--- src/rtl/core/cfd_pkg.sv ---
// Shared constants, types and CRC function for the framed byte deframer.
package cfd_pkg;

  localparam int CFD_MAX_PAYLOAD = 512;

  localparam int BYTE_W      = 8;
  localparam int IDX_W       = 9;
  localparam int LEN_W       = 10;
  localparam int IN_TDATA_W  = 24;
  localparam int OUT_TDATA_W = 40;

  localparam logic [7:0]  SYNC_FIRST    = 8'h46;
  localparam logic [7:0]  SYNC_SECOND   = 8'h42;
  localparam logic [7:0]  FRAME_VERSION = 8'h01;
  localparam logic [31:0] CRC_POLY      = 32'hEDB8_8320;
  localparam logic [31:0] CRC_INIT      = 32'hFFFF_FFFF;

  localparam int HEAD_LEN  = 7;
  localparam int CHECK_LEN = 4;

  localparam int OFS_VERSION = 2;
  localparam int OFS_TYPE    = 3;
  localparam int OFS_SEQ     = 4;
  localparam int OFS_LEN_LO  = 5;
  localparam int OFS_LEN_HI  = 6;

  localparam logic CMD_RX_BYTE = 1'b0;
  localparam logic CMD_READ    = 1'b1;

  localparam logic KIND_FRAME = 1'b0;
  localparam logic KIND_READ  = 1'b1;

  typedef struct packed {
    logic       done;
    logic [7:0] ftype;
    logic [7:0] seq;
  } cfd_frame_t;

  function automatic logic [31:0] crc_byte(input logic [31:0] crc_in, input logic [7:0] b);
    logic [31:0] c;
    c = crc_in ^ {24'd0, b};
    for (int i = 0; i < 8; i++) begin
      c = c[0] ? ((c >> 1) ^ CRC_POLY) : (c >> 1);
    end
    return c;
  endfunction

  localparam logic [31:0] CRC_FIRST = crc_byte(CRC_INIT, SYNC_FIRST);

endpackage

--- src/rtl/core/cfd_parser.sv ---
// Frame hunt, header decode, CRC-32 check and payload write stream.
module cfd_parser import cfd_pkg::*; #(
  parameter int MAX_PAYLOAD = CFD_MAX_PAYLOAD
) (
  input  logic                                                clk,
  input  logic                                                rst_n,
  input  logic                                                byte_en,
  input  logic [7:0]                                          rx_byte,
  output logic                                                wr_en,
  output logic [((MAX_PAYLOAD > 1) ? $clog2(MAX_PAYLOAD) : 1)-1:0] wr_addr,
  output logic [7:0]                                          wr_data,
  output cfd_frame_t                                          frame,
  output logic [$clog2(MAX_PAYLOAD + 1)-1:0]                  frame_len
);

  localparam int ADDR_W = (MAX_PAYLOAD > 1) ? $clog2(MAX_PAYLOAD) : 1;
  localparam int LCNT_W = $clog2(MAX_PAYLOAD + 1);
  localparam int POS_W  = $clog2(MAX_PAYLOAD + HEAD_LEN + 1);

  typedef enum logic [1:0] {
    PH_HUNT,
    PH_SECOND,
    PH_BODY,
    PH_CHECK
  } phase_t;

  phase_t            phase_r,   phase_nxt;
  logic [POS_W-1:0]  pos_r,     pos_nxt;
  logic [LCNT_W-1:0] exp_r,     exp_nxt;
  logic [1:0]        cnt_r,     cnt_nxt;
  logic [31:0]       crc_r,     crc_nxt;
  logic [31:0]       rcv_r,     rcv_nxt;
  logic [7:0]        type_r,    type_nxt;
  logic [7:0]        seq_r,     seq_nxt;
  logic [7:0]        ver_r,     ver_nxt;
  logic [7:0]        len_lo_r,  len_lo_nxt;

  logic        restart;
  logic        good;
  logic [15:0] len16;

  always_comb begin
    phase_nxt  = phase_r;
    pos_nxt    = pos_r;
    exp_nxt    = exp_r;
    cnt_nxt    = cnt_r;
    crc_nxt    = crc_r;
    rcv_nxt    = rcv_r;
    type_nxt   = type_r;
    seq_nxt    = seq_r;
    ver_nxt    = ver_r;
    len_lo_nxt = len_lo_r;
    restart    = 1'b0;
    good       = 1'b0;
    wr_en      = 1'b0;
    wr_addr    = ADDR_W'(pos_r - POS_W'(HEAD_LEN));
    wr_data    = rx_byte;
    len16      = {rx_byte, len_lo_r};
    if (byte_en) begin
      case (phase_r)
        PH_HUNT: begin
          restart = (rx_byte == SYNC_FIRST);
        end
        PH_SECOND: begin
          if (rx_byte == SYNC_SECOND) begin
            crc_nxt   = crc_byte(crc_r, rx_byte);
            pos_nxt   = POS_W'(2);
            phase_nxt = PH_BODY;
          end else begin
            restart = 1'b1;
          end
        end
        PH_BODY: begin
          crc_nxt = crc_byte(crc_r, rx_byte);
          pos_nxt = pos_r + POS_W'(1);
          if (pos_r < POS_W'(HEAD_LEN)) begin
            if (pos_r == POS_W'(OFS_VERSION)) begin
              ver_nxt = rx_byte;
            end else if (pos_r == POS_W'(OFS_TYPE)) begin
              type_nxt = rx_byte;
            end else if (pos_r == POS_W'(OFS_SEQ)) begin
              seq_nxt = rx_byte;
            end else if (pos_r == POS_W'(OFS_LEN_LO)) begin
              len_lo_nxt = rx_byte;
            end else if (pos_r == POS_W'(OFS_LEN_HI)) begin
              if (ver_r != FRAME_VERSION || len16 > 16'(MAX_PAYLOAD)) begin
                restart = 1'b1;
              end else begin
                exp_nxt = LCNT_W'(len16);
                if (len16 == 16'd0) begin
                  phase_nxt = PH_CHECK;
                end
              end
            end
          end else begin
            wr_en = 1'b1;
            if (pos_nxt >= POS_W'(HEAD_LEN) + POS_W'(exp_r)) begin
              phase_nxt = PH_CHECK;
            end
          end
        end
        PH_CHECK: begin
          rcv_nxt = {rx_byte, rcv_r[31:8]};
          cnt_nxt = cnt_r + 2'd1;
          if (cnt_r == 2'(CHECK_LEN - 1)) begin
            restart = 1'b1;
            good    = ((crc_r ^ CRC_INIT) == rcv_nxt);
          end
        end
        default: begin
          restart = 1'b1;
        end
      endcase
      if (restart) begin
        pos_nxt = '0;
        exp_nxt = '0;
        cnt_nxt = '0;
        rcv_nxt = '0;
        crc_nxt = CRC_INIT;
        if (!good && rx_byte == SYNC_FIRST) begin
          crc_nxt   = CRC_FIRST;
          pos_nxt   = POS_W'(1);
          phase_nxt = PH_SECOND;
        end else begin
          phase_nxt = PH_HUNT;
        end
      end
    end
  end

  always_ff @(posedge clk) begin
    if (!rst_n) begin
      phase_r  <= PH_HUNT;
      pos_r    <= '0;
      exp_r    <= '0;
      cnt_r    <= '0;
      crc_r    <= CRC_INIT;
      rcv_r    <= '0;
      type_r   <= '0;
      seq_r    <= '0;
      ver_r    <= '0;
      len_lo_r <= '0;
    end else begin
      phase_r  <= phase_nxt;
      pos_r    <= pos_nxt;
      exp_r    <= exp_nxt;
      cnt_r    <= cnt_nxt;
      crc_r    <= crc_nxt;
      rcv_r    <= rcv_nxt;
      type_r   <= type_nxt;
      seq_r    <= seq_nxt;
      ver_r    <= ver_nxt;
      len_lo_r <= len_lo_nxt;
    end
  end

  assign frame.done  = good;
  assign frame.ftype = type_r;
  assign frame.seq   = seq_r;
  assign frame_len   = exp_r;

endmodule

--- config.mk ---
export PLATFORM = sky130hd
export DESIGN_NAME = cfd_parser
export DESIGN_NICKNAME = d
export VERILOG_FILES = /design/src/rtl/core/cfd_pkg.sv /design/src/rtl/core/cfd_parser.sv
export SDC_FILE = /design/constraint.sdc
export NUM_CORES = 1
export LEC_CHECK = 0
export BUFFER_PORTS_ARGS = -buffer_cell sky130_fd_sc_hd__buf_2
export CORE_MARGIN = 3
export CORE_UTILIZATION = 65
export CTS_BUF_LIST = sky130_fd_sc_hd__clkbuf_8
export DETAILED_ROUTE_END_ITERATION = 10
export PLACE_DENSITY = 0.86
export SKIP_LAST_GASP = 1
export SYNTH_ARGS = -nofsm -noshare
export SYNTH_HDL_FRONTEND = slang
export SYNTH_SLANG_ARGS = --single-unit
--- constraint.sdc ---
create_clock -name clk -period 7.5 [get_ports clk]
set_clock_uncertainty 0.2 [all_clocks]
set_input_delay 0.375 -clock clk [delete_from_list [all_inputs] [get_ports clk]]
set_output_delay 0.375 -clock clk [all_outputs]
set_load 0.01 [all_outputs]
==> flow_metrics.py <==
metrics = {
    "cts": {
        "cts_tree": "done",
        "cts-resized-gates": 0,
        "htreeDepth": 3,
        "cts.clk_slew.worst_paths_ns": 0.12,
        "postCtsSetupBuffers": 0,
        "hold_buffers": 0,
        "clk_path_buf_depth": 2,
        "clock-sinks": 112,
        "cts_root_buffer": "clkbuf_8",
        "clk_latency_ns": 0.38,
        "cts-buffers-inserted": 9,
    },
    "sta": {
        "fin_tns_setup_ns": 0,
        "fin_crit_sh": 0.441,
        "hold_violations": 0,
        "tightest_slew_ns": 0.986,
        "fmax_ghz": 0.302,
        "setup_viol": 0,
        "grt_setup_unrepaired": "no",
        "fin_crit_ns": 3.31,
        "slew_headroom": 0.338,
        "setup_slack_ns": 4.19,
        "drv_slew": 0,
    },
    "die": {
        "core_region_area_mm2": 0.00898,
        "rows": 34,
        "ios": 56,
        "dieArea_mm2": 0.0107,
        "start_util": 0.689,
        "die-height_um": 104,
        "die_w_um": 104,
    },
    "worst_setup_path": {
        "cp.arrival_ns": 3.44,
        "reg2reg_depth": 7,
        "worstPathRequired_ns": 7.63,
        "endpoint_kind": "flip-flop",
        "reg2reg_from": "len_lo_r[4]",
        "crit_start": "len_lo_r[4]",
        "cp-start-kind": "flip-flop",
        "r2r_end": "rcv_r[17]",
        "critPathMaxFanout": 25,
        "crit_type": "reg -> reg",
        "rrSetupSlack_ns": 4.19,
    },
    "power": {
        "p_clk_frac": 0.280,
        "p_seq_frac": 0.498,
        "switching_share": 0.326,
        "irDropWorstVdd_mv": 0.129,
        "p_comb_frac": 0.222,
        "p_int_mw": 0.853,
        "powerDensity_mw_per_mm2": 193,
        "p_leak_nw": 2.72,
        "p_sw_mw": 0.413,
        "total_power_mw": 1.27,
    },
    "final_layout": {
        "drive_above_1_share": 0.144,
        "layout.nets": 717,
        "fillers": 667,
        "syn2layout_area_growth_pct": 6.29,
        "antenna_cells": 0,
    },
    "grt": {
        "grt_overflow_total": 0,
        "antenna_found_initial": 0,
        "gr-usage-all-layers": 0.277,
        "grt_pass1_vias": 4672,
        "grt_pass1_wl_um": 24500,
        "grt_max_degree": 82,
    },
    "synthesis": {
        "syn_inst": 674,
        "synth-edff-count": 0,
        "avgSynthCellArea_um2": 9.18,
        "yosysTopAreaCell": "dfxtp_1",
        "synth.top_cells.by_count": "dfxtp_1 (112), xor2_1 (65), xnor2_1 (51)",
        "syn_nets": 701,
        "synthArstFlopShare": 0,
        "synth_most_common_cell": "dfxtp_1",
        "synth_cell_type_count": 59,
        "ys_warn_count": 0,
        "ys_seq_area_frac": 0.362,
        "synthFlopType": "dfxtp_1",
        "ys_ff_latch": 112,
        "synth.area.top_cells": "dfxtp_1 (36%), xor2_1 (9.2%), xnor2_1 (7.2%)",
        "netlist_area_mm2": 0.00619,
        "yosys.area.top_type_share": 0.362,
    },
    "min_path": {
        "min_from": "byte_en",
        "hold_path_end": "phase_r[1]",
        "hold_path_class": "in -> reg",
        "min_path_cells": 2,
    },
    "placement": {
        "portBuffers": 55,
        "preCtsSetupSlack_ns": 4.15,
        "place_congestion": 0.927,
        "hpwlAfterDp_um": 10600,
    },
    "routing": {
        "wl_um": 14800,
        "vias_per_cell": 5.95,
        "drc_errors": 0,
        "final_antenna_net_count": 0,
        "dr_total_vias": 4888,
        "wl_per_cell_um": 18.0,
        "first_pass_iters": 5,
        "drt_first_iter_violations": 479,
    },
    "run_status": {
        "outcome": "finished, final reports clean",
    },
    "flow_run": {
        "drv_cap": 0,
    },
}
-- per-stage QoR --
step / hold slack (ns) / area (um^2) / std cells / utilization
after floorplan: 0.246 / 6190 / 674 / -
after global placement: 0.261 / 6380 / 805 / 0.711
after detailed placement: 0.274 / 6380 / 805 / 0.711
after CTS: 0.0856 / 6580 / 821 / 0.733
after global routing: 0.0986 / 6580 / 821 / 0.733
final: 0.100 / 6580 / 821 / 0.733
-- layer usage --
layer	share of wire	up-vias	global-route usage
li1	-	2331	-
met1	0.46	2348	0.396
met2	0.45	185	0.427
met3	0.069	24	0.0578
met4	0.018	0	0.0788
met5	0	-	0
-- flip-flops by register name (all words and copies together), names as in the netlist --
name	count
phase_r	2
cnt_r	2
ver_r	8
seq_r	8
frame_len	10
rcv_r	24
len_lo_r	8
crc_r	32
pos_r	10
type_r	8
-- power by group through the flow --
stage | Sequential (mW) | Combinational (mW) | Clock (mW)
final | 0.631 | 0.282 | 0.354
after global routing | 0.632 | 0.308 | 0.376
after CTS | 0.630 | 0.279 | 0.357
after detailed placement | 0.643 | 0.277 | 0
after global placement | 0.643 | 0.272 | 0
after floorplan | 0.635 | 0.230 | 0
-- layout by cell type (no fill, tap or decap), types with 3 or more instances in the layout --
cell      synthesis  final
and2_1            3      3
dfxtp_1         112    112
a21o_1            4      4
nor3_1            9      9
clkbuf_8          0      9
or3_1             3      3
o211ai_1          5      5
nand2b_1          4      4
inv_1             9     10
buf_2            16     55
nor2b_1          44     44
and3_1            8      8
a21boi_0          7      7
nand3b_1          6      6
nand3_1          23     23
ha_1             16     16
a22oi_1          10     10
buf_4            10      4
xnor2_2           3      3
nand2_1          50     50
xnor2_1          51     51
xor2_1           65     65
xor2_2            5      5
mux2i_1          32     32
o21ai_0          28     28
nor4_1            3      3
nor2_1           29     29
a22o_1           25     25
a21oi_1          19     18
nand4_1           9      9
-- how the worst max path moves through the flow --
stage / endpoint / slack, ns / depth (start not counted)
2_1_floorplan: phase_r[0] / 4.85 / 11
3_3_place_gp: rcv_r[11] / 4.25 / 8
3_5_place_dp: rcv_r[17] / 4.15 / 8
4_1_cts: rcv_r[28] / 4.21 / 7
5_1_grt: rcv_r[25] / 3.95 / 7
6_report: rcv_r[17] / 4.19 / 7
-- worst max-delay path, cell delays in order (launching register included) --
cell and delay, ns:
dfxtp_1 0.34, or4_4 0.53, o41ai_2 0.35, a21boi_2 0.16
nor2_4 0.52, nand2_2 0.13, a21boi_2 0.76, a22o_1 0.26
-- kinds of logic (layout without fill, tap and decap cells) --
| logic type | count (synthesis) | in the layout | synth area share |
|---|---|---|---|
| simple gates | 211 | 211 | 0.189 |
| mux | 32 | 32 | 0.0518 |
| flops | 112 | 112 | 0.362 |
| fa+ha+maj | 16 | 16 | 0.0324 |
| buf+inv | 63 | 84 | 0.0487 |
| compound gates | 116 | 116 | 0.131 |
| xor+xnor | 124 | 124 | 0.185 |
-- area by class of cell --
class	instances	area, um^2	share of cell area
inverters	9	33.8	0.00514
clock buffers	9	124	0.0188
multi-input cells	499	3650	0.555
well taps	126	158	0.0240
clock inverters	7	66.3	0.0101
repair buffers	59	305	0.0464
flip-flops and latches	112	2240	0.341
Power figures use the tool's default switching activity.
